File: config.mk
export PLATFORM = sky130hd
export DESIGN_NAME = rrvg_cordic
export DESIGN_NICKNAME = d
export VERILOG_FILES = /design/src/design/rrvg_pkg.sv /design/src/design/rrvg_cordic.sv
export SDC_FILE = /design/constraint.sdc
export NUM_CORES = 2
export LEC_CHECK = 0
export BUFFER_PORTS_ARGS = -buffer_cell sky130_fd_sc_hd__buf_2
export CAP_MARGIN = 20
export CORE_UTILIZATION = 50
export DETAILED_ROUTE_END_ITERATION = 8
export PLACE_DENSITY = 0.68
export SETUP_SLACK_MARGIN = 0.05
export SLEW_MARGIN = 20
export SYNTH_ARGS = -nofsm -noshare
export SYNTH_HDL_FRONTEND = slang
export SYNTH_SLANG_ARGS = --single-unit
export TNS_END_PERCENT = 30
File: constraint.sdc
create_clock -name clk -period 6.49 [get_ports clk]
set_clock_uncertainty 0.15 [all_clocks]
set_input_delay 1.298 -clock clk [delete_from_list [all_inputs] [get_ports clk]]
set_output_delay 1.298 -clock clk [all_outputs]
set_load 0.03 [all_outputs]
File: src/design/rrvg_pkg.sv
package rrvg_pkg;

  // Defaults for the top-level parameters
  localparam int MAX_CORNER_POINTS_DEF = 256;
  localparam int ANGLE_BITS_DEF        = 16;

  // Fixed field and register widths
  localparam int IDX_W       = 10;
  localparam int IN_TDATA_W  = 16;
  localparam int CFG_W       = 16;
  localparam int PTS_W       = 9;
  localparam int POINT_W     = 20;
  localparam int OUT_TDATA_W = 2 * POINT_W;
  localparam int CFG_ADDR_W  = 2;

  // Sine/cosine datapath
  localparam int TRIG_W       = 16;
  localparam int CORDIC_W     = 32;
  localparam int CORDIC_STEPS = 16;
  localparam int TRIG_SHIFT   = 14;
  localparam int TRIG_PRE_W   = CORDIC_W - TRIG_SHIFT;
  localparam logic signed [CORDIC_W-1:0] CORDIC_START = 32'sd326006487;
  localparam logic signed [CORDIC_W-1:0] TRIG_RND     = 32'sd8192;
  localparam logic signed [TRIG_W-1:0]   TRIG_ONE     = 16'sd32767;

  // Configuration register map
  typedef enum logic [CFG_ADDR_W-1:0] {
    REG_FRAME_WIDTH   = 2'd0,
    REG_FRAME_HEIGHT  = 2'd1,
    REG_CORNER_RADIUS = 2'd2,
    REG_CORNER_POINTS = 2'd3
  } rrvg_reg_t;

  // Sideband that rides along with each item through the pipeline
  typedef struct packed {
    logic       valid;
    logic       err;
    logic [1:0] corner;
  } rrvg_tag_t;

  // atan(2^-i) in units of 2^32 per turn
  function automatic logic signed [CORDIC_W-1:0] atan_turn(input int step);
    logic signed [CORDIC_W-1:0] a;
    case (step)
      0:       a = 32'sd536870912;
      1:       a = 32'sd316933406;
      2:       a = 32'sd167458907;
      3:       a = 32'sd85004756;
      4:       a = 32'sd42667331;
      5:       a = 32'sd21354465;
      6:       a = 32'sd10679838;
      7:       a = 32'sd5340245;
      8:       a = 32'sd2670163;
      9:       a = 32'sd1335087;
      10:      a = 32'sd667544;
      11:      a = 32'sd333772;
      12:      a = 32'sd166886;
      13:      a = 32'sd83443;
      14:      a = 32'sd41722;
      15:      a = 32'sd20861;
      default: a = '0;
    endcase
    return a;
  endfunction

  // Clip a rounded CORDIC output to +/- one
  function automatic logic signed [TRIG_W-1:0] trig_sat(
    input logic signed [TRIG_PRE_W-1:0] v
  );
    logic signed [TRIG_W-1:0] r;
    if (v > TRIG_PRE_W'(TRIG_ONE)) begin
      r = TRIG_ONE;
    end else if (v < -TRIG_PRE_W'(TRIG_ONE)) begin
      r = -TRIG_ONE;
    end else begin
      r = v[TRIG_W-1:0];
    end
    return r;
  endfunction

endpackage

File: src/design/rrvg_cordic.sv
// Angle assembly, 16-stage rotation CORDIC, then rounding and quadrant fold.
module rrvg_cordic import rrvg_pkg::*; #(
  parameter int ANGLE_BITS = ANGLE_BITS_DEF
) (
  input  logic                     clk,
  input  logic                     rst_n,
  input  logic                     en,
  input  rrvg_tag_t                tag_i,
  input  logic [ANGLE_BITS-2:0]    quot_i,
  output rrvg_tag_t                tag_o,
  output logic signed [TRIG_W-1:0] cos_o,
  output logic signed [TRIG_W-1:0] sin_o
);

  rrvg_tag_t                  tag_r  [0:CORDIC_STEPS];
  logic [1:0]                 quad_r [0:CORDIC_STEPS];
  logic signed [CORDIC_W-1:0] x_r    [0:CORDIC_STEPS];
  logic signed [CORDIC_W-1:0] y_r    [0:CORDIC_STEPS];
  logic signed [CORDIC_W-1:0] z_r    [0:CORDIC_STEPS];

  // Angle: half turn + corner quarters + step, wrapping at one turn
  logic [ANGLE_BITS-1:0] angle;
  logic [CORDIC_W-1:0]   angle32;

  assign angle   = {2'(tag_i.corner + 2'd2), {(ANGLE_BITS-2){1'b0}}} + {1'b0, quot_i};
  assign angle32 = {angle, {(CORDIC_W-ANGLE_BITS){1'b0}}};

  always_ff @(posedge clk) begin
    if (!rst_n) begin
      tag_r[0] <= '0;
    end else if (en) begin
      tag_r[0] <= tag_i;
    end
  end

  always_ff @(posedge clk) begin
    if (en) begin
      quad_r[0] <= angle32[CORDIC_W-1:CORDIC_W-2];
      x_r[0]    <= CORDIC_START;
      y_r[0]    <= '0;
      z_r[0]    <= $signed({2'b00, angle32[CORDIC_W-3:0]});
    end
  end

  // Rotation stages
  for (genvar i = 0; i < CORDIC_STEPS; i++) begin : g_iter
    logic signed [CORDIC_W-1:0] dx;
    logic signed [CORDIC_W-1:0] dy;
    logic                       ccw;

    assign dx  = y_r[i] >>> i;
    assign dy  = x_r[i] >>> i;
    assign ccw = !z_r[i][CORDIC_W-1];

    always_ff @(posedge clk) begin
      if (!rst_n) begin
        tag_r[i+1] <= '0;
      end else if (en) begin
        tag_r[i+1] <= tag_r[i];
      end
    end

    always_ff @(posedge clk) begin
      if (en) begin
        quad_r[i+1] <= quad_r[i];
        x_r[i+1]    <= ccw ? x_r[i] - dx : x_r[i] + dx;
        y_r[i+1]    <= ccw ? y_r[i] + dy : y_r[i] - dy;
        z_r[i+1]    <= ccw ? z_r[i] - atan_turn(i) : z_r[i] + atan_turn(i);
      end
    end
  end

  // Round to 16 bits, clip, fold back into the right quadrant
  logic signed [CORDIC_W-1:0] xs;
  logic signed [CORDIC_W-1:0] ys;
  logic signed [TRIG_W-1:0]   cr;
  logic signed [TRIG_W-1:0]   sr;
  logic signed [TRIG_W-1:0]   cos_nxt;
  logic signed [TRIG_W-1:0]   sin_nxt;
  rrvg_tag_t                  tag_t_r;
  logic signed [TRIG_W-1:0]   cos_r;
  logic signed [TRIG_W-1:0]   sin_r;

  assign xs = x_r[CORDIC_STEPS] + TRIG_RND;
  assign ys = y_r[CORDIC_STEPS] + TRIG_RND;
  assign cr = trig_sat(xs[CORDIC_W-1:TRIG_SHIFT]);
  assign sr = trig_sat(ys[CORDIC_W-1:TRIG_SHIFT]);

  always_comb begin
    case (quad_r[CORDIC_STEPS])
      2'd0: begin
        cos_nxt = cr;
        sin_nxt = sr;
      end
      2'd1: begin
        cos_nxt = -sr;
        sin_nxt = cr;
      end
      2'd2: begin
        cos_nxt = -cr;
        sin_nxt = -sr;
      end
      default: begin
        cos_nxt = sr;
        sin_nxt = -cr;
      end
    endcase
  end

  always_ff @(posedge clk) begin
    if (!rst_n) begin
      tag_t_r <= '0;
    end else if (en) begin
      tag_t_r <= tag_r[CORDIC_STEPS];
    end
  end

  always_ff @(posedge clk) begin
    if (en) begin
      cos_r <= cos_nxt;
      sin_r <= sin_nxt;
    end
  end

  assign tag_o = tag_t_r;
  assign cos_o = cos_r;
  assign sin_o = sin_r;

endmodule

Word-level counts from Yosys, hierarchy flattened
Memory sizes are Yosys's and may differ from the RTL's. A register that Yosys moved wholly into a read port is not among the register bits.
Index checks and enable logic that the tools add are counted.
Operators by class
  bitwise logic cells: 17
  equal/unequal tests: 2
  reduce and logical (&&, ||, !) cells: 2
  $add $sub $neg: 101
  muxes and demuxes: 76
  magnitude comparators: 4
Operator list (count)
  $mux W32: 48
  $pmux W16 S3: 2
  $mux W4: 17
  $add A32 B15 Y32 const B: 2
  $add A32 B17 Y32: 2
  $add A32 B18 Y32: 2
  $add A32 B19 Y32: 2
  $add A32 B20 Y32: 2
  $add A32 B21 Y32: 2
  $add A32 B22 Y32: 2
  $add A32 B23 Y32: 2
  $add A32 B24 Y32: 2
  $add A32 B25 Y32: 2
  $add A32 B26 Y32: 2
  $add A32 B27 Y32: 2
  $add A32 B28 Y32: 2
  $add A32 B29 Y32: 2
  $add A32 B30 Y32: 2
  $add A32 B31 Y32: 2
  $mux W16: 4
  $sub A32 B17 Y32: 2
  $sub A32 B18 Y32: 2
  $sub A32 B19 Y32: 2
  $sub A32 B20 Y32: 2
  other kinds (56): 91
Storage, ports and cells
  register bits: 32
  bits in writable memories: 1734
  word-level logic and storage cells: 209
  memories: 5
Memories
  x_r: words 17, width 32, read ports 17, clocked after memory_dff 0, wr ports 17, RTL line rrvg_cordic.sv:17  | logic signed [CORDIC_W-1:0] x_r [0:CORDIC_STEPS];
  y_r: words 17, width 32, read ports 17, clocked after memory_dff 0, wr ports 17, RTL line rrvg_cordic.sv:18  | logic signed [CORDIC_W-1:0] y_r [0:CORDIC_STEPS];
  z_r: words 17, width 32, read ports 16, clocked after memory_dff 0, wr ports 17, RTL line rrvg_cordic.sv:19  | logic signed [CORDIC_W-1:0] z_r [0:CORDIC_STEPS];
  tag_r: words 17, width 4, read ports 17, clocked after memory_dff 1, wr ports 17, RTL line rrvg_cordic.sv:15  | rrvg_tag_t tag_r [0:CORDIC_STEPS];
  quad_r: words 17, width 2, read ports 17, clocked after memory_dff 0, wr ports 17, RTL line rrvg_cordic.sv:16  | logic [1:0] quad_r [0:CORDIC_STEPS];

Longest topological paths before layout
An unclocked memory read counts as a cell.
  depth in word-level cells: 7
  depth in mapped cells: 21
  gate-level depth less buffers: 21

Worst setup path after synthesis
OpenSTA, ideal clock, no wires.
  kind: reg-to-reg
  from: memory y_r[3][8] (netlist: y_r[0][104])
  to: memory x_r[4][30] (netlist: x_r[0][158]) (data pin)
  path slack: 1582 ps
  arrival: 4500 ps
  buffers on the path: 0
  stages on the path, launching flop included: 19
  data required time: 6082 ps
  period minus slack after synthesis: 4908 ps
  setup time: 258 ps
  cells stage by stage: edfxtp_1 or4_1 or3_1 nor3_1 and2_1 a21oi_1 xor2_1 ha_1 a21o_1 a21o_1 a21o_1 a2111o_1 o21ai_1 a21oi_1 or4_1 a31o_2 a221o_1 a21oi_2 xnor2_1
RTL lines (RTL line)
  start: declaration: rrvg_cordic.sv:18
  end: declaration: rrvg_cordic.sv:17

==> impl_metrics.toml <==
[run_status]
status = "finished clean"

[min_path]
hold_end = "quad_r[0][31]"
worstHoldPathCells = 0
hold_path_class = "flip-flop to flip-flop"
min-delay-start = "quad_r[0][29]"

[timing]
slew_viol_final = 0
tightestPinTransition_ps = 1110
finalHoldWorstSlack_ps = 217
fin_crit_sh_pct = 87.4
clock.fmax_mhz = 176
final-hold-violation-count = 0
fin_setup_tns_ps = 0
setup_viol = 0
min_period_ps = 5670
rsz0062_at_grt = "false"
relSlewSlack_pct = 25.9

[synth]
syn_area_per_cell_sq_um = 9.79
synth_warnings = 0
ys.flop_type = "edfxtp_1"
syn_area_sq_mm = 0.114
synth_edf_count = 1422
ys_ff_latch = 1426
yosys.cell_types.count = 108
ys_seq_area_share_pct = 37.4
synth_cells = 11700
ys_async_sr_fraction_pct = 0

[die]
core_sq_mm = 0.227
num_rows = 175
fp.dieW_microns = 480
die_h_microns = 480
ioPinCount = 58
start_util_pct = 50.3
dieArea_sq_mm = 0.230

[setup_path]
slowest_stage = "o41ai_1"
worstSetupPathType = "flip-flop to flip-flop"
crit_chain = "or3_1 > or3_1 > or4_1 > and2_1 > xor2_1 > ha_1 > nand2_1 > o21ai_0 > nor2_1 > a311oi_1 > o21ai_0 > o41ai_1 > o311ai_0 > a41o_1 > o21ai_0 > a21oi_1 > xnor2_1"
crit_buf_inv = 0
crit_path_end_kind = "flip-flop"
reg2reg_to = "x_r[0][190]"
cp.arrival_ps = 6110
crit-reg2reg-launch = "y_r[0][137]"
cp-start-kind = "flip-flop"
max_stage_delay_ps = 770
critPathRequiredTime_ps = 6930
critPathTopFamily = "compound AO/OA/AOI/OAI gates"
reg2reg_depth = 17
rrSetupSlack_ps = 820
cp.depth = 17
critPathMaxFanout = 4
critPathMostFrequentCell = "o21ai_0"

[clocking]
clk-insertion-delay-late_ps = 850
clk_pin_slew_worst_paths_ps = 60
postCtsSetupBuffers = 0
clock-sinks = 1426
h-tree-depth = 4
hold_buffers = 0
numCtsBuffers = 164
root_buffer = "clkbuf_16"
tritoncts = "built"
cts_repair_resize_count = 0
clock_path_buffers = 3

[placed_design]
dp.final_hpwl_microns = 219000
port_buffers = 57
place.gp.congestion = 0.956

[run]
maxCapViolCount = 0

[layout]
fin_util_pct = 54.4
final_layout_size_suffix_gt1_share_pct = 4.61
nets = 13100
area_growth_pct = 8.30

[global_route]
grt_pass1_wl_microns = 448000
grt_max_degree = 176
antenna_found_initial = 1
grt_pass1_vias = 84900
globalRouteTotalUtil_pct = 23.9
grt.overflow.total = 0

[routing]
vias = 88000
postRouteAntennaNets = 0
drt_iter0_drc = 6346
wl_per_cell_microns = 18.8
first_pass_iters = 6
vias_per_cell = 5.90
drt_wl_total_microns = 280000
drcViolationCount = 0
## per-layer routing
layer  vias up  share of wire [%]  wire [microns]  global-route usage (%)
met3       482                4.6           12900                    2.99
met2      2026                 48          134000                    41.0
li1      43600                  -               -                       -
met5         -                  0               0                       0
met1     41800                 44          124000                    30.6
met4         0                3.5            9790                    8.89
## state kept, by name, indices dropped and copies added (netlist names)
| signal | cells |
|---|---|
| tag_r | 68 |
| cos_o | 16 |
| z_r | 417 |
| x_r | 437 |
| tag_o | 4 |
| y_r | 434 |
| sin_o | 16 |
| quad_r | 34 |
## worst register-to-register path, stage by stage, from the launching register on
cell	delay (ps)
edfxtp_1	440
or3_1	430
or3_1	400
or4_1	500
and2_1	210
xor2_1	140
ha_1	340
nand2_1	70
o21ai_0	360
nor2_1	130
a311oi_1	250
o21ai_0	270
o41ai_1	770
o311ai_0	280
a41o_1	280
o21ai_0	180
a21oi_1	110
xnor2_1	130
## Yosys cell counts (70+ instances only)
library cell / number / area [sq um]
a211oi_1: 112 / 841
a21o_1: 490 / 3680
a21oi_1: 1262 / 6320
a31oi_1: 107 / 669
and2_1: 93 / 582
and3_1: 147 / 920
clkbuf_1: 147 / 552
edfxtp_1: 1422 / 42700
ha_1: 1253 / 15700
inv_1: 459 / 1720
mux2i_1: 70 / 701
nand2_1: 480 / 1800
nand2b_1: 172 / 1080
nand3_1: 201 / 1010
nor2_1: 1095 / 4110
nor2b_1: 176 / 1100
nor3_1: 307 / 1540
nor4_1: 79 / 494
o21a_1: 198 / 1490
o21ai_0: 552 / 2760
o21bai_1: 133 / 998
or3_1: 98 / 613
xnor2_1: 1088 / 9530
xor2_1: 520 / 4550
## layout by cell type, fill, tap and decap left out, types with 112 or more instances in the layout
master,netlist,final
a211oi_1,112,112
a21oi_1,1262,1262
ha_1,1253,1253
o21a_1,198,198
a21o_1,490,490
nor3_1,307,307
edfxtp_1,1422,1422
and3_1,147,147
nor2_1,1095,1095
inv_1,459,459
xor2_1,520,520
nand2b_1,172,171
clkbuf_16,0,164
o21ai_0,552,552
nand3_1,201,201
o21bai_1,133,133
xnor2_1,1088,1088
nor2b_1,176,176
nand2_1,480,480
## metrics by stage
stage | std cells | worst slack [ps] | cell area [sq um]
6_report | 14900 | 820 | 124000
5_1_grt | 14900 | 440 | 124000
4_1_cts | 14900 | 909 | 124000
3_5_place_dp | 14600 | 966 | 118000
3_3_place_gp | 14600 | 991 | 118000
2_1_floorplan | 11700 | 1580 | 114000
## cells by family after synthesis
logic type               Yosys count  share of synthesized area [%]
XOR/XNOR                        1611                           12.4
buffers and inverters            662                           2.19
AND/OR/NAND/NOR                 3144                           13.6
adder cells (fa/ha/maj)         1288                           14.3
multiplexers                     138                           1.30
flip-flops                      1426                           37.4
other                              2                        0.00657
AO/OA/AOI/OAI                   3402                           18.8
## how the worst max path moves through the flow
stage                 from     endpoint  slack, ps
4_1_cts        y_r[0][136]  x_r[0][190]        910
3_5_place_dp   y_r[0][136]  x_r[0][190]        970
2_1_floorplan  y_r[0][104]  x_r[0][158]       1580
3_3_place_gp   y_r[0][137]  x_r[0][190]        990
5_1_grt        y_r[0][136]  x_r[0][190]        440
6_report       y_r[0][137]  x_r[0][190]        820
## area by class of cell
| class | instances | area [sq um] |
|---|---|---|
| clock buffers | 195 | 4240 |
| diodes | 3 | 7.51 |
| multi-input cells | 9589 | 69000 |
| inverters | 462 | 1730 |
| clock inverters | 106 | 1370 |
| fillers | 19900 | 104000 |
| flip-flops and latches | 1426 | 42800 |
| repair buffers | 122 | 851 |
| well taps | 3009 | 3760 |
Power is not shown: default switching activity piles up to over one toggle a cycle in this logic, so the estimate is an artifact.
