[src/design/rrvg_pkg.sv]
package rrvg_pkg;

  // Defaults for the top-level parameters
  localparam int MAX_CORNER_POINTS_DEF = 256;
  localparam int ANGLE_BITS_DEF        = 16;

  // Fixed field and register widths
  localparam int IDX_W       = 10;
  localparam int IN_TDATA_W  = 16;
  localparam int CFG_W       = 16;
  localparam int PTS_W       = 9;
  localparam int POINT_W     = 20;
  localparam int OUT_TDATA_W = 2 * POINT_W;
  localparam int CFG_ADDR_W  = 2;

  // Sine/cosine datapath
  localparam int TRIG_W       = 16;
  localparam int CORDIC_W     = 32;
  localparam int CORDIC_STEPS = 16;
  localparam int TRIG_SHIFT   = 14;
  localparam int TRIG_PRE_W   = CORDIC_W - TRIG_SHIFT;
  localparam logic signed [CORDIC_W-1:0] CORDIC_START = 32'sd326006487;
  localparam logic signed [CORDIC_W-1:0] TRIG_RND     = 32'sd8192;
  localparam logic signed [TRIG_W-1:0]   TRIG_ONE     = 16'sd32767;

  // Configuration register map
  typedef enum logic [CFG_ADDR_W-1:0] {
    REG_FRAME_WIDTH   = 2'd0,
    REG_FRAME_HEIGHT  = 2'd1,
    REG_CORNER_RADIUS = 2'd2,
    REG_CORNER_POINTS = 2'd3
  } rrvg_reg_t;

  // Sideband that rides along with each item through the pipeline
  typedef struct packed {
    logic       valid;
    logic       err;
    logic [1:0] corner;
  } rrvg_tag_t;

  // atan(2^-i) in units of 2^32 per turn
  function automatic logic signed [CORDIC_W-1:0] atan_turn(input int step);
    logic signed [CORDIC_W-1:0] a;
    case (step)
      0:       a = 32'sd536870912;
      1:       a = 32'sd316933406;
      2:       a = 32'sd167458907;
      3:       a = 32'sd85004756;
      4:       a = 32'sd42667331;
      5:       a = 32'sd21354465;
      6:       a = 32'sd10679838;
      7:       a = 32'sd5340245;
      8:       a = 32'sd2670163;
      9:       a = 32'sd1335087;
      10:      a = 32'sd667544;
      11:      a = 32'sd333772;
      12:      a = 32'sd166886;
      13:      a = 32'sd83443;
      14:      a = 32'sd41722;
      15:      a = 32'sd20861;
      default: a = '0;
    endcase
    return a;
  endfunction

  // Clip a rounded CORDIC output to +/- one
  function automatic logic signed [TRIG_W-1:0] trig_sat(
    input logic signed [TRIG_PRE_W-1:0] v
  );
    logic signed [TRIG_W-1:0] r;
    if (v > TRIG_PRE_W'(TRIG_ONE)) begin
      r = TRIG_ONE;
    end else if (v < -TRIG_PRE_W'(TRIG_ONE)) begin
      r = -TRIG_ONE;
    end else begin
      r = v[TRIG_W-1:0];
    end
    return r;
  endfunction

endpackage

[src/design/rrvg_divider.sv]
// Restoring divider, one quotient bit per stage:
// quot = (pos * 2^(ANGLE_BITS-2) + half) / div, where pos <= div.
module rrvg_divider import rrvg_pkg::*; #(
  parameter int ANGLE_BITS = ANGLE_BITS_DEF,
  parameter int POS_W      = 8
) (
  input  logic                  clk,
  input  logic                  rst_n,
  input  logic                  en,
  input  rrvg_tag_t             tag_i,
  input  logic [POS_W-1:0]      pos_i,
  input  logic [POS_W-1:0]      div_i,
  input  logic [POS_W-1:0]      half_i,
  output rrvg_tag_t             tag_o,
  output logic [ANGLE_BITS-2:0] quot_o
);

  localparam int QB = ANGLE_BITS - 1;
  localparam int NW = POS_W + ANGLE_BITS - 2;

  rrvg_tag_t         tag_r [0:QB];
  logic [NW-1:0]     rem_r [0:QB];
  logic [QB-1:0]     quo_r [0:QB];

  // Numerator stage
  always_ff @(posedge clk) begin
    if (!rst_n) begin
      tag_r[0] <= '0;
    end else if (en) begin
      tag_r[0] <= tag_i;
    end
  end

  always_ff @(posedge clk) begin
    if (en) begin
      rem_r[0] <= {pos_i, {(ANGLE_BITS-2){1'b0}}} + NW'(half_i);
      quo_r[0] <= '0;
    end
  end

  // One trial subtract per stage, MSB first
  for (genvar j = 0; j < QB; j++) begin : g_step
    localparam int K = QB - 1 - j;
    logic [NW:0]   trial;
    logic [QB-1:0] quo_nxt;

    assign trial = {1'b0, rem_r[j]} - {1'b0, NW'(div_i) << K};

    always_comb begin
      quo_nxt    = quo_r[j];
      quo_nxt[K] = !trial[NW];
    end

    always_ff @(posedge clk) begin
      if (!rst_n) begin
        tag_r[j+1] <= '0;
      end else if (en) begin
        tag_r[j+1] <= tag_r[j];
      end
    end

    always_ff @(posedge clk) begin
      if (en) begin
        rem_r[j+1] <= trial[NW] ? rem_r[j] : trial[NW-1:0];
        quo_r[j+1] <= quo_nxt;
      end
    end
  end

  assign tag_o  = tag_r[QB];
  assign quot_o = quo_r[QB];

endmodule

[config.mk]
export PLATFORM = sky130hd
export DESIGN_NAME = rrvg_divider
export DESIGN_NICKNAME = d
export VERILOG_FILES = /design/src/design/rrvg_pkg.sv /design/src/design/rrvg_divider.sv
export SDC_FILE = /design/constraint.sdc
export NUM_CORES = 1
export LEC_CHECK = 0
export BUFFER_PORTS_ARGS = -buffer_cell sky130_fd_sc_hd__buf_4
export CORE_MARGIN = 4
export CORE_UTILIZATION = 33
export DETAILED_ROUTE_END_ITERATION = 6
export PLACE_DENSITY = 0.45
export RECOVER_POWER = 50
export SLEW_MARGIN = 30
export SYNTH_ARGS = -nofsm -noshare
export SYNTH_HDL_FRONTEND = slang
export SYNTH_SLANG_ARGS = --single-unit
[constraint.sdc]
create_clock -name clk -period 5.45 [get_ports clk]
set_input_delay 0.545 -clock clk [delete_from_list [all_inputs] [get_ports clk]]
set_output_delay 0.545 -clock clk [all_outputs]
set_load 0.05 [all_outputs]
## Yosys cells after proc, flatten, opt, wreduce, memory -nomap -nowiden

Memories as Yosys holds them, arrays and structs flattened.
Index checks and enable logic that the tools add are counted.

| storage, ports and cells | value |
|---|---|
| logic and storage cells | 86 |
| bits in writable memories | 656 |
| memories kept | 3 |
| register bits after elaboration | 0 |

Memories:

| name | words | width | read ports | clocked after Yosys merged registers in | write ports | RTL line | RTL |
|---|---|---|---|---|---|---|---|
| rem_r | 16 | 22 | 15 | 0 | 16 | rrvg_divider.sv:22 | `logic [NW-1:0] rem_r [0:QB];` |
| quo_r | 16 | 15 | 16 | 0 | 16 | rrvg_divider.sv:23 | `logic [QB-1:0] quo_r [0:QB];` |
| tag_r | 16 | 4 | 16 | 0 | 16 | rrvg_divider.sv:21 | `rrvg_tag_t tag_r [0:QB];` |

| operators by class | value |
|---|---|
| bitwise logic cells | 16 |
| reduce and logical (&&, ||, !) cells | 15 |
| add/sub/neg operators | 16 |
| mux-type cells | 36 |

Operators by type and width:

| operator | count |
|---|---|
| 22-bit 2-to-1 mux | 15 |
| 4-bit 2-to-1 mux | 16 |
| 22-bit by 10-bit subtractor with 23-bit output | 1 |
| 22-bit by 11-bit subtractor with 23-bit output | 1 |
| 22-bit by 12-bit subtractor with 23-bit output | 1 |
| 22-bit by 13-bit subtractor with 23-bit output | 1 |
| 22-bit by 14-bit subtractor with 23-bit output | 1 |
| 22-bit by 15-bit subtractor with 23-bit output | 1 |
| 22-bit by 16-bit subtractor with 23-bit output | 1 |
| 22-bit by 17-bit subtractor with 23-bit output | 1 |
| 22-bit by 18-bit subtractor with 23-bit output | 1 |
| 22-bit by 19-bit subtractor with 23-bit output | 1 |
| 22-bit by 20-bit subtractor with 23-bit output | 1 |
| 22-bit by 21-bit subtractor with 23-bit output | 1 |
| 22-bit by 22-bit subtractor with 23-bit output | 1 |
| 22-bit by 8-bit subtractor with 23-bit output | 1 |
| 22-bit by 9-bit subtractor with 23-bit output | 1 |
| 22-bit by 8-bit adder with 22-bit output | 1 |
| 1-bit OR | 16 |
| 1-bit logical NOT | 15 |
| 1-bit 2-to-1 mux | 5 |

## Logic depth before layout (Yosys ltp)

Gate-level depths: netlist of the first run.

| logic depth | value |
|---|---|
| depth in word-level cells | 4 |
| gate-level depth with buffers | 11 |
| mapped depth without buffers | 10 |

## Worst setup path after synthesis of the first run

No wires, ideal clock.

| timing | value |
|---|---|
| path type | in2reg |
| from | input div_i[1] |
| to | memory rem_r[14][8] in the netlist's numbering, data pin |
| setup time | 260 ps |
| stages on the path | 9 |
| slack | 2220 ps |
| arrival | 2970 ps |
| cells stage by stage | inv_1 -> ha_1 -> nor2b_1 -> o31a_1 -> o311a_1 -> or3_1 -> clkbuf_1 -> buf_6 -> mux2_4 |

RTL lines:

| element | RTL line | RTL |
|---|---|---|
| start: declaration | rrvg_divider.sv:12 | `input logic [POS_W-1:0] div_i,` |
| end: declaration | rrvg_divider.sv:22 |  |

==> results.md, run 1 <==
* Share of cells above drive strength 1 at 0.1129
* Failing checks: max-capacitance violations, max-slew violations
* Die Span Y at 272.9 um
* Area leader, netlist: edfxtp_1
* GRT Util Overall at 0.1185
* Number of antenna violations at the first check in global routing at 0
* # resized after CTS at 0
* P_leak at 9.498 nW
* DP Worst Slack at 1.412 ns
* Final std cells w/o fill at 2773
* Kind of cell adding the most delay to the critical path: buffers and inverters
* Die area at 74460 um2
* Post-CTS Setup Repair Bufs at 0
* Clk_skew at 0.01542 ns
* Die X at 272.9 um
* Clock buffer count from CTS at 56
* Hold Path Class: input port to register
* Synth top area cells: edfxtp_1, ha_1, xnor2_1
* Routed via count at 13570
* Finished Cell Area at 26440 um2
* Total of max-cap violations at 4
* Relative slew slack at -1.492
* Antenna Cells at 0
* Crit-path cells: buf_8 > clkbuf_2
* Global-route wire length before repair at 72.35 mm
* Ys Warns at 0
* Clock Path Buffers at 3
* Synthesis-stage register bit count at 487
* Outcome: complete, but fails checks
* Worst-Skew Late Latency at 0.60 ns
* First-pass DRT Iterations at 5
* Startpoint Class: input port
* H-tree depth at 2
* Setup TNS at 0 ns
* Worst-Margin Slew at 3.738 ns
* Unrepaired setup endpoints after global routing: false
* Number of flops mapped to enable cells by yosys at 487
* Fin nets at 1956
* Mapped Area at 23150 um2
* Fin. max-slew vios at 306
* Fill cell count at 6575
* Clock transition at path regs at 0.06 ns
* Clk root buf: clkbuf_16
* IO Count at 50
* Placed instance area at 24670 um2
* Max frequency at 270.7 MHz
* Tmin final at 3.695 ns
* Post-synthesis cell type count at 75
* Finished Core Util at 0.3829
* Drt drc at 0
* Core footprint at 69070 um2
* Top_reg_cell synth: edfxtp_1
* Largest net degree at the start of global routing at 149
* Worst VDD drop at 0.2330 mV
* WL/cell at 15.91 um
* Bufs and invs on worst path at 2
* Syn Inst Count at 1711
* Syn nets at 1869
* Via-to-Cell Ratio at 4.895
* Seq/Total Area, Yosys at 0.6317
* Final hold violations at 0
* Critical path peak fanout at 148
* WS Path Type: input port to register
* Final setup violation count at 0
* TritonCTS clock tree: built
* Vias in the first global route at 13660
* Grt ovf at 0
* Slowest-stage cell, CP: clkbuf_2
* Pwr per Cell Area at 428.3 nW/um2
* CTS Sinks at 487
* GP Congestion at 0.7881
* Arr. time, crit path at 3.81 ns
* Synthesized area per cell at 13.53 um2
* Critical Path RT at 5.57 ns
* Post-Route WL at 44.11 mm
* Area Overhead vs Synth at 14.22%
* Final worst slack at 1.755 ns
* Worst path max stage delay at 2.49 ns
* Initial DRC count at 607
* Post-synth top area share at 0.6317
* Reg2reg setup slack at 2.02 ns
* Async set or reset register ratio after synthesis at 0
* Placed cells at 2671
* Initial Utilization at 0.3352
* # rows at 96
* Critical Path Sink Type: register
* Final ANT Viol Nets at 0
* DP Wirelength at 29.04 mm
* Crit share post-route at 0.6779
* Hold_buf cts at 0
* IO buf count at 49
metrics by stage:
step,hold WS [ns],power (mW)
after floorplan,0.4003,7.044
after global placement,0.4004,7.684
after detailed placement,0.4045,7.726
after CTS,0.06224,11.52
after global routing,0.09530,12.04
final,0.1387,11.33
area by class of cell:
class                           instances  area (um2)  share of cell area
Inverter                               50       187.7            0.007098
Timing Repair Buffer                   65       485.5             0.01836
Tap cell                              931        1165             0.04405
Sequential cell                       487       14620              0.5530
Clock inverter                         34       327.8             0.01240
Clock buffer                           68        1468             0.05550
Multi-Input combinational cell       1138        8185              0.3095
cell usage after synthesis, types with 13 or more instances:
cell,number
a21oi_1,67
or3_1,16
mux2_2,42
nand2_1,98
o31ai_1,21
nand2b_1,31
xor2_1,46
o31a_1,22
nor2b_1,28
ha_1,113
nor4_1,23
a211oi_1,15
clkbuf_1,30
inv_1,50
xnor2_1,67
o21a_1,51
nand3_1,23
a21o_1,13
nor3_1,51
fa_1,14
and3_1,65
o21ai_0,92
nor2_1,110
edfxtp_1,487
state kept, by name, summed over array words and instances, names as in the netlist:
signal and cells:
tag_r 64, quo_r 120, rem_r 303
report_power, final:
group	leakage, nW	internal, mW	switching (mW)
Sequential	4.73	4.88	0.374
Combinational	3.90	1.09	1.30
Clock	0.871	2.19	1.49
Total	9.50	8.16	3.17
kinds of logic after synthesis:
group | share of synthesized area
AOI/OAI and AO/OA | 0.09707
xor gates and xnor gates | 0.04275
buffers and inverters | 0.01502
adders and majority gates | 0.07318
and+or+nand+nor | 0.1147
DFF | 0.6317
muxes | 0.02562
per-layer routing:
metal | up-vias | wire [um] | track usage
met1 | 6575 | 20500 | 0.1573
met2 | 169 | 20830 | 0.1964
met3 | 85 | 1519 | 0.02160
met5 | - | 0 | 0
li1 | 6745 | - | -
met4 | 0 | 1262 | 0.04084
worst paths after layout:
| check | from | endpoint | cells after the start |
|---|---|---|---|
| worst max-delay path | en | rem_r[12][13] | 2 |
| worst max register to register | rem_r[10][4] | rem_r[11][11] | 9 |
| worst min-delay path | pos_i[3] | rem_r[0][17] | 1 |
| worst min register to register | rem_r[7][6] | rem_r[8][6] | 0 |
layout by cell type, fill, tap and decap left out, types with 8 or more instances in the layout:
cell	n
a21o_1	13
or2_2	8
o31ai_1	21
clkbuf_16	57
a211oi_1	15
inv_1	49
clkbuf_1	13
o21ai_0	92
o31a_1	22
clkinv_1	16
nor2_1	110
and3_1	65
edfxtp_1	487
o21a_1	51
nand2b_1	31
nand4_1	11
mux2i_1	9
or4_1	9
nand2_1	98
clkbuf_4	16
nand3b_1	8
ha_1	113
mux2_2	42
buf_4	45
a21oi_1	67
fa_1	14
nor4_1	23
xor2_1	46
or3_1	16
nor2b_1	28
nor3_1	51
xnor2_1	67
nand3_1	23
(Power assumes the default switching activity.)
==> run 2: changes to the inputs <==
==> constraint.sdc (replaced) <==
create_clock -name clk -period 3.75 [get_ports clk]
set_input_delay 0.375 -clock clk [delete_from_list [all_inputs] [get_ports clk]]
set_output_delay 0.375 -clock clk [all_outputs]
set_load 0.05 [all_outputs]
==> run 2 against run 1 <==
Net effect:
- sequential power increased by 46%
- flip-flop and latch count did not move
- the run still ends with max-capacitance violations, max-slew violations left
- clock skew up 0.0020 ns
- combinational power increased by 46%
- cell area is 1.2% higher
- setup slack lost 1.1 ns
- highest routed layer unchanged
- sequential share of layout area down 0.68 points
==> results.md, run 2 (synthesized netlist as in run 1, its figures left out) <==
* Worst-Margin Slew at 1.885 ns (-1.853 ns)
* Top Registers: rem_r x303, quo_r x120, tag_r x64
* Grt ovf at 0 (unchanged)
* # resized after CTS at 0 (unchanged)
* First-pass DRT Iterations at 4 (-1)
* Max frequency at 319.1 MHz
* Fin nets at 1989 (+1.7%)
* DP Wirelength at 29.80 mm (+2.6%)
* Number of antenna violations at the first check in global routing at 1 (+1)
* Die Span Y at 272.9 um (unchanged)
* Critical path peak fanout at 4 (-97%)
* Critical Path RT at 4.09 ns (-1.48 ns)
* Final std cells w/o fill at 2807 (+1.2%)
* Post-Route WL at 44.87 mm (+1.7%)
* Tmin final at 3.134 ns
* Finished Cell Area at 26770 um2 (+1.2%)
* WL/cell at 15.99 um (+0.50%)
* Die area at 74460 um2 (unchanged)
* Setup TNS at 0 ns (unchanged)
* Via-to-Cell Ratio at 4.887 (-0.16%)
* FF+latch area at 14620 um2 (unchanged)
* Placed instance area at 24830 um2 (+0.63%)
* Hold Path Class: input port to register
* WS Path Type: register to register
* GR Util met1 at 0.1619 (+0.004587)
* Core footprint at 69070 um2 (unchanged)
* Clk_skew at 0.01743 ns (+0.002009 ns)
* Final hold violations at 0 (unchanged)
* Fin. max-slew vios at 298 (-2.6%)
* Clk root buf: clkbuf_16
* TritonCTS clock tree: built
* Die X at 272.9 um (unchanged)
* Largest net degree at the start of global routing at 164 (+10%)
* Vias in the first global route at 13540 (-0.88%)
* Pwr per Cell Area at 621.6 nW/um2 (+45%)
* Busiest grt layer: met2
* H-tree depth at 2 (unchanged)
* Fill cell count at 6532 (-0.65%)
* Worst-Skew Late Latency at 0.60 ns (about the same)
* Antenna Cells at 0 (unchanged)
* Failing checks: max-capacitance violations, max-slew violations
* Final ANT Viol Nets at 0 (unchanged)
* Max FFs per register at 303 (unchanged)
* Clock buffer count from CTS at 55 (-1.8%)
* Initial Utilization at 0.3352 (unchanged)
* Final setup violation count at 0 (unchanged)
* Routed via count at 13720 (+1.1%)
* # rows at 96 (unchanged)
* GRT Util Overall at 0.1197 (+0.001161)
* Share of cells above drive strength 1 at 0.1253 (+0.01235)
* M3 GR Usage at 0.02160 (unchanged)
* Outcome: complete, but fails checks
* Multi-input logic area at 8182 um2 (about the same)
* Area Overhead vs Synth at 15.64%
* IO buf count at 49 (unchanged)
* Crit share post-route at 0.8357
* Most frequent cells in the layout: edfxtp_1, ha_1, nor2_1
* GP Congestion at 0.8142 (+3.3%)
* Placed cells at 2689 (+0.67%)
* DP Worst Slack at 0.3537 ns (-1.058 ns)
* Arr. time, crit path at 3.47 ns (-0.34 ns)
* IO Count at 50 (unchanged)
* Global-route wire length before repair at 72.54 mm (+0.26%)
* P_leak at 9.680 nW (+1.9%)
* Unrepaired setup endpoints after global routing: false
* Reg with most FFs: rem_r
* Post-CTS Setup Repair Bufs at 0 (unchanged)
* Clock transition at path regs at 0.06 ns (about the same)
* Critical Path Sink Type: register
* Grt met2 use at 0.1970 (+0.0005982)
* Worst VDD drop at 0.3361 mV (+44%)
* Most common cell after layout, fill and taps aside: edfxtp_1
* Total power at 16.64 mW (+47%)
* Final worst slack at 0.6162 ns (-1.139 ns)
* Startpoint Class: register
* CTS Sinks at 487 (unchanged)
* Relative slew slack at -0.2569 (+1.235)
* Initial DRC count at 763 (+26%)
* Clock Path Buffers at 3 (unchanged)
* Total of max-cap violations at 2 (-2)
* Drt drc at 0 (unchanged)
==> run 2: cell types whose count changed in the layout (fill, tap and decap cells not counted), sizes merged <==
cell / change
buf: +17
clkbuf: -7
dlygate4sd3: +16
clkinv: +4
bufinv: +3
clkinvlp: +1
==> run 2: cell type report <==
class	instances	area share
timing repair buffer	99	0.02898
multi-input combinational	1138	0.3056
tap	931	0.04351
inverter	50	0.007011
clock inverter	42	0.01650
clock buffer	60	0.05211
sequential	487	0.5463
==> run 2: path summary, 6_finish.rpt <==
check	startpoint	to	slack (ns)	cells after the start
worst min register to register	quo_r[0][119]	quo_r[1][14]	0.41	0
worst min-delay path	tag_i[1]	tag_r[0][1]	0.1	2
worst max-delay path	rem_r[10][4]	rem_r[11][11]	0.62	9
worst max register to register	rem_r[10][4]	rem_r[11][11]	0.62	9
==> run 2: critical path, stage by stage (launching register included) <==
cell	delay [ns]
edfxtp_1	0.38
inv_1	0.07
ha_1	0.14
inv_1	0.05
fa_1	0.42
a211oi_1	0.37
o21bai_1	0.19
a2111oi_0	0.60
and2b_1	0.31
mux2_2	0.35
==> run 2: per-stage QoR <==
step	hold WS, ns	util
6_report	0.09623	0.3876
5_1_grt	0.06449	0.3876
4_1_cts	0.03548	0.3884
3_5_place_dp	0.4045	0.3595
3_3_place_gp	0.4007	0.3595
2_1_floorplan	0.4003	-
==> run 2: where the power goes <==
group	switching (mW)	total, mW	internal [mW]
Clock	2.19	5.49	3.30
Combinational	1.89	3.51	1.62
Sequential	0.562	7.64	7.08
==> run 2: timing repair <==
action,CTS,global route
endpoints found under the hold margin,16,0
hold buffers,16,0
setup endpoints to repair,0,0
==> run 2: layer usage <==
metal / wire length, um / vias up
li1: - / 6803
met1: 21220 / 6696
met2: 21130 / 145
met3: 1474 / 74
met4: 1055 / 0
met5: 0 / -
==> run 3: changes to the inputs <==
--- a/config.mk
+++ b/config.mk
@@ -5,6 +5,7 @@
 export SDC_FILE = /design/constraint.sdc
 export NUM_CORES = 1
 export LEC_CHECK = 0
+export ABC_AREA = 1
 export BUFFER_PORTS_ARGS = -buffer_cell sky130_fd_sc_hd__buf_4
 export CORE_MARGIN = 4
 export CORE_UTILIZATION = 33
==> constraint.sdc (replaced) <==
create_clock -name clk -period 3.1 [get_ports clk]
set_input_delay 0.31 -clock clk [delete_from_list [all_inputs] [get_ports clk]]
set_output_delay 0.31 -clock clk [all_outputs]
set_load 0.05 [all_outputs]
==> run 3 against run 2 <==
Net effect:
- the run still ends with max-capacitance violations, max-slew violations left
- via count is 23% higher
- synthesized area is 8.8% higher
- sequential power is 22% higher
- cell area is 8.6% higher
- sequential share of layout area is 4.3 points lower
==> results.md, run 3 <==
* Outcome: complete, but fails checks
* Failing checks: max-capacitance violations, max-slew violations
* Unrepaired setup endpoints after global routing: false
* Post-Route WL at 54.18 mm (+21%)
* Global-route wire length before repair at 89.10 mm (+23%)
* IO Count at 50 (unchanged)
* Async set or reset register ratio after synthesis at 0 (unchanged)
* Most frequent cell after synthesis: nand2_1
* Die X at 284.2 um (+4.2%)
* Synthesis-stage register bit count at 487 (unchanged)
* Startpoint Class: input port
* Share of cells above drive strength 1 at 0.1075 (-0.01781)
* Critical path peak fanout at 115 (+111)
* Crit-path cells: buf_8 > clkbuf_2
* Final worst slack at 0.5082 ns (-0.1080 ns)
* Antenna Cells at 0 (unchanged)
* Initial DRC count at 1007 (+32%)
* Top layer reached by signal wires: met5
* WL/cell at 14.70 um (-8.1%)
* Met1 wire length at 25.30 mm (+19%)
* DR WL met3 at 1.900 mm (+29%)
* Synth top area cells: edfxtp_1, nand2_1, ha_1
* Fin nets at 2816 (+42%)
* Worst-Skew Late Latency at 0.63 ns (+0.03 ns)
* Clk root buf: clkbuf_16
* Hold Path Class: input port to register
* TritonCTS clock tree: built
* Post-synthesis cell type count at 41 (-45%)
* Fin. max-slew vios at 396 (+33%)
* H-tree depth at 2 (unchanged)
* Worst path max stage delay at 1.95 ns (+1.35 ns)
* Worst VDD drop at 0.4251 mV (+26%)
* Worst-Margin Slew at 2.908 ns (+1.023 ns)
* Initial Utilization at 0.3321 (-0.003104)
* Number of flops mapped to enable cells by yosys at 487 (unchanged)
* Setup TNS at 0 ns (unchanged)
* Clk_skew at 0.02568 ns (+0.008253 ns)
* Kind of cell adding the most delay to the critical path: buffers and inverters
* Total of max-cap violations at 4 (+2)
* # rows at 101 (+5.2%)
* Pwr per Cell Area at 763.3 nW/um2 (+23%)
* Seq/Total Area, Yosys at 0.5808 (-0.05091)
* Tmin final at 2.592 ns
* Final ANT Viol Nets at 0 (unchanged)
* Max FFs per register at 303 (unchanged)
* Reg with most FFs: rem_r
* Most frequent cells in the layout: nand2_1, edfxtp_1, inv_1
* Vias in the first global route at 16880 (+25%)
* Most common cell after layout, fill and taps aside: nand2_1
* Reg2reg setup slack at 0.67 ns (+0.05 ns)
* Mapped Area at 25180 um2 (+8.8%)
* Max frequency at 385.8 MHz
* IO buf count at 49 (unchanged)
* Arr. time, crit path at 2.77 ns (-0.70 ns)
* Placed instance area at 26890 um2 (+8.3%)
* Grt ovf at 0 (unchanged)
* GRT Util Overall at 0.1348 (+0.01513)
* Relative slew slack at -0.9388 (-0.6819)
* Number of antenna violations at the first check in global routing at 1 (unchanged)
* Die area at 80790 um2 (+8.5%)
* Clock Path Buffers at 3 (unchanged)
* First-pass DRT Iterations at 5 (+1)
* Largest net degree at the start of global routing at 128 (-22%)
* Final setup violation count at 0 (unchanged)
* Core footprint at 75820 um2 (+9.8%)
* CTS Sinks at 487 (unchanged)
* Area Overhead vs Synth at 15.42%
* Crit share post-route at 0.8361
* Bufs and invs on worst path at 2 (unchanged)
* Final hold violations at 0 (unchanged)
* Via-to-Cell Ratio at 4.594 (-6.0%)
* Syn Inst Count at 2525 (+48%)
* Met2 WL at 25.54 mm (+21%)
* DP Wirelength at 38.42 mm (+29%)
* Slowest-stage cell, CP: clkbuf_2
* Post-synth top cells: nand2_1, edfxtp_1, inv_1, nor2_1, nand3_1
* Critical Path RT at 3.28 ns (-0.81 ns)
* P_leak at 11.91 nW (+23%)
* Die Span Y at 284.2 um (+4.2%)
* # resized after CTS at 0 (unchanged)
* Area leader, netlist: edfxtp_1
* Clock transition at path regs at 0.06 ns (about the same)
* Syn nets at 2683 (+44%)
* Finished Cell Area at 29060 um2 (+8.6%)
* Top Registers: rem_r x303, quo_r x120, tag_r x64
* Critical Path Sink Type: register
* GP Congestion at 0.8367 (+2.8%)
* Synthesized area per cell at 9.972 um2 (-26%)
* Ys Warns at 0 (unchanged)
* Fill cell count at 7495 (+15%)
* Drt drc at 0 (unchanged)
* Routed via count at 16940 (+23%)
* Clock buffer count from CTS at 59 (+7.3%)
* Top_reg_cell synth: edfxtp_1
* DP Worst Slack at 0.3436 ns (-0.01013 ns)
* WS Path Type: input port to register
* Post-synth top area share at 0.5808 (-0.05091)
[run 3: changes by cell type after synthesis, sizes merged, moves of 32 or more]
cell / delta
a21oi: +54
and3: -62
inv: +298
mux2: -44
nand2: +559
nand2b: -32
nand3: +107
nor2: +180
o21a: -48
[run 3: cells by family after synthesis]
group | count (synthesis) | synth area share
simple gates | 1191 | 0.2007
flops | 487 | 0.5808
fa+ha+maj | 127 | 0.06728
xor+xnor | 79 | 0.02748
compound gates | 266 | 0.06296
buf+inv | 375 | 0.06082
[run 3: layout make-up]
cell class                 instances  area, um2  area share
multi-input combinational       1663       9025      0.3105
tap                              978       1224     0.04210
clock buffer                      63       1513     0.05205
clock inverter                    48      529.3     0.01821
sequential                       487      14620      0.5032
inverter                         348       1314     0.04520
timing repair buffer              99      835.8     0.02876
[run 3: power breakdown]
group          internal, mW  switching, mW
logic                  2.12           3.57
clock network          4.30           2.84
registers              8.65          0.703
total                  15.1           7.12
[run 3: final timing paths]
check                    start             to  cells after the start
hold / removal              en    rem_r[0][4]                      1
hold reg to reg   rem_r[13][0]   rem_r[14][0]                      0
setup reg to reg  rem_r[12][2]  rem_r[13][13]                      9
setup / recovery            en   quo_r[1][58]                      2
[run 3: through the flow]
step | power, mW | hold slack [ns] | cells | utilization
after CTS | 22.57 | 0.06015 | 3686 | 0.3842
after global routing | 23.79 | 0.07230 | 3686 | 0.3833
final | 22.18 | 0.08955 | 3686 | 0.3833
after detailed placement | 15.20 | 0.4045 | 3555 | 0.3547
after global placement | 15.16 | 0.4012 | 3555 | 0.3547
after floorplan | 13.55 | 0.4003 | 2525 | -
[run 3: routing by layer]
layer | vias up | track usage
li1 | 8742 | -
met1 | 7868 | 0.1812
met2 | 237 | 0.2256
met3 | 86 | 0.02117
met4 | 2 | 0.04051
met5 | - | 0
[run 3: timing repair]
action | in CTS | in global routing
endpoints found under the hold margin | 20 | 0
buffers inserted | 0 | 0
hold buffers | 20 | 0
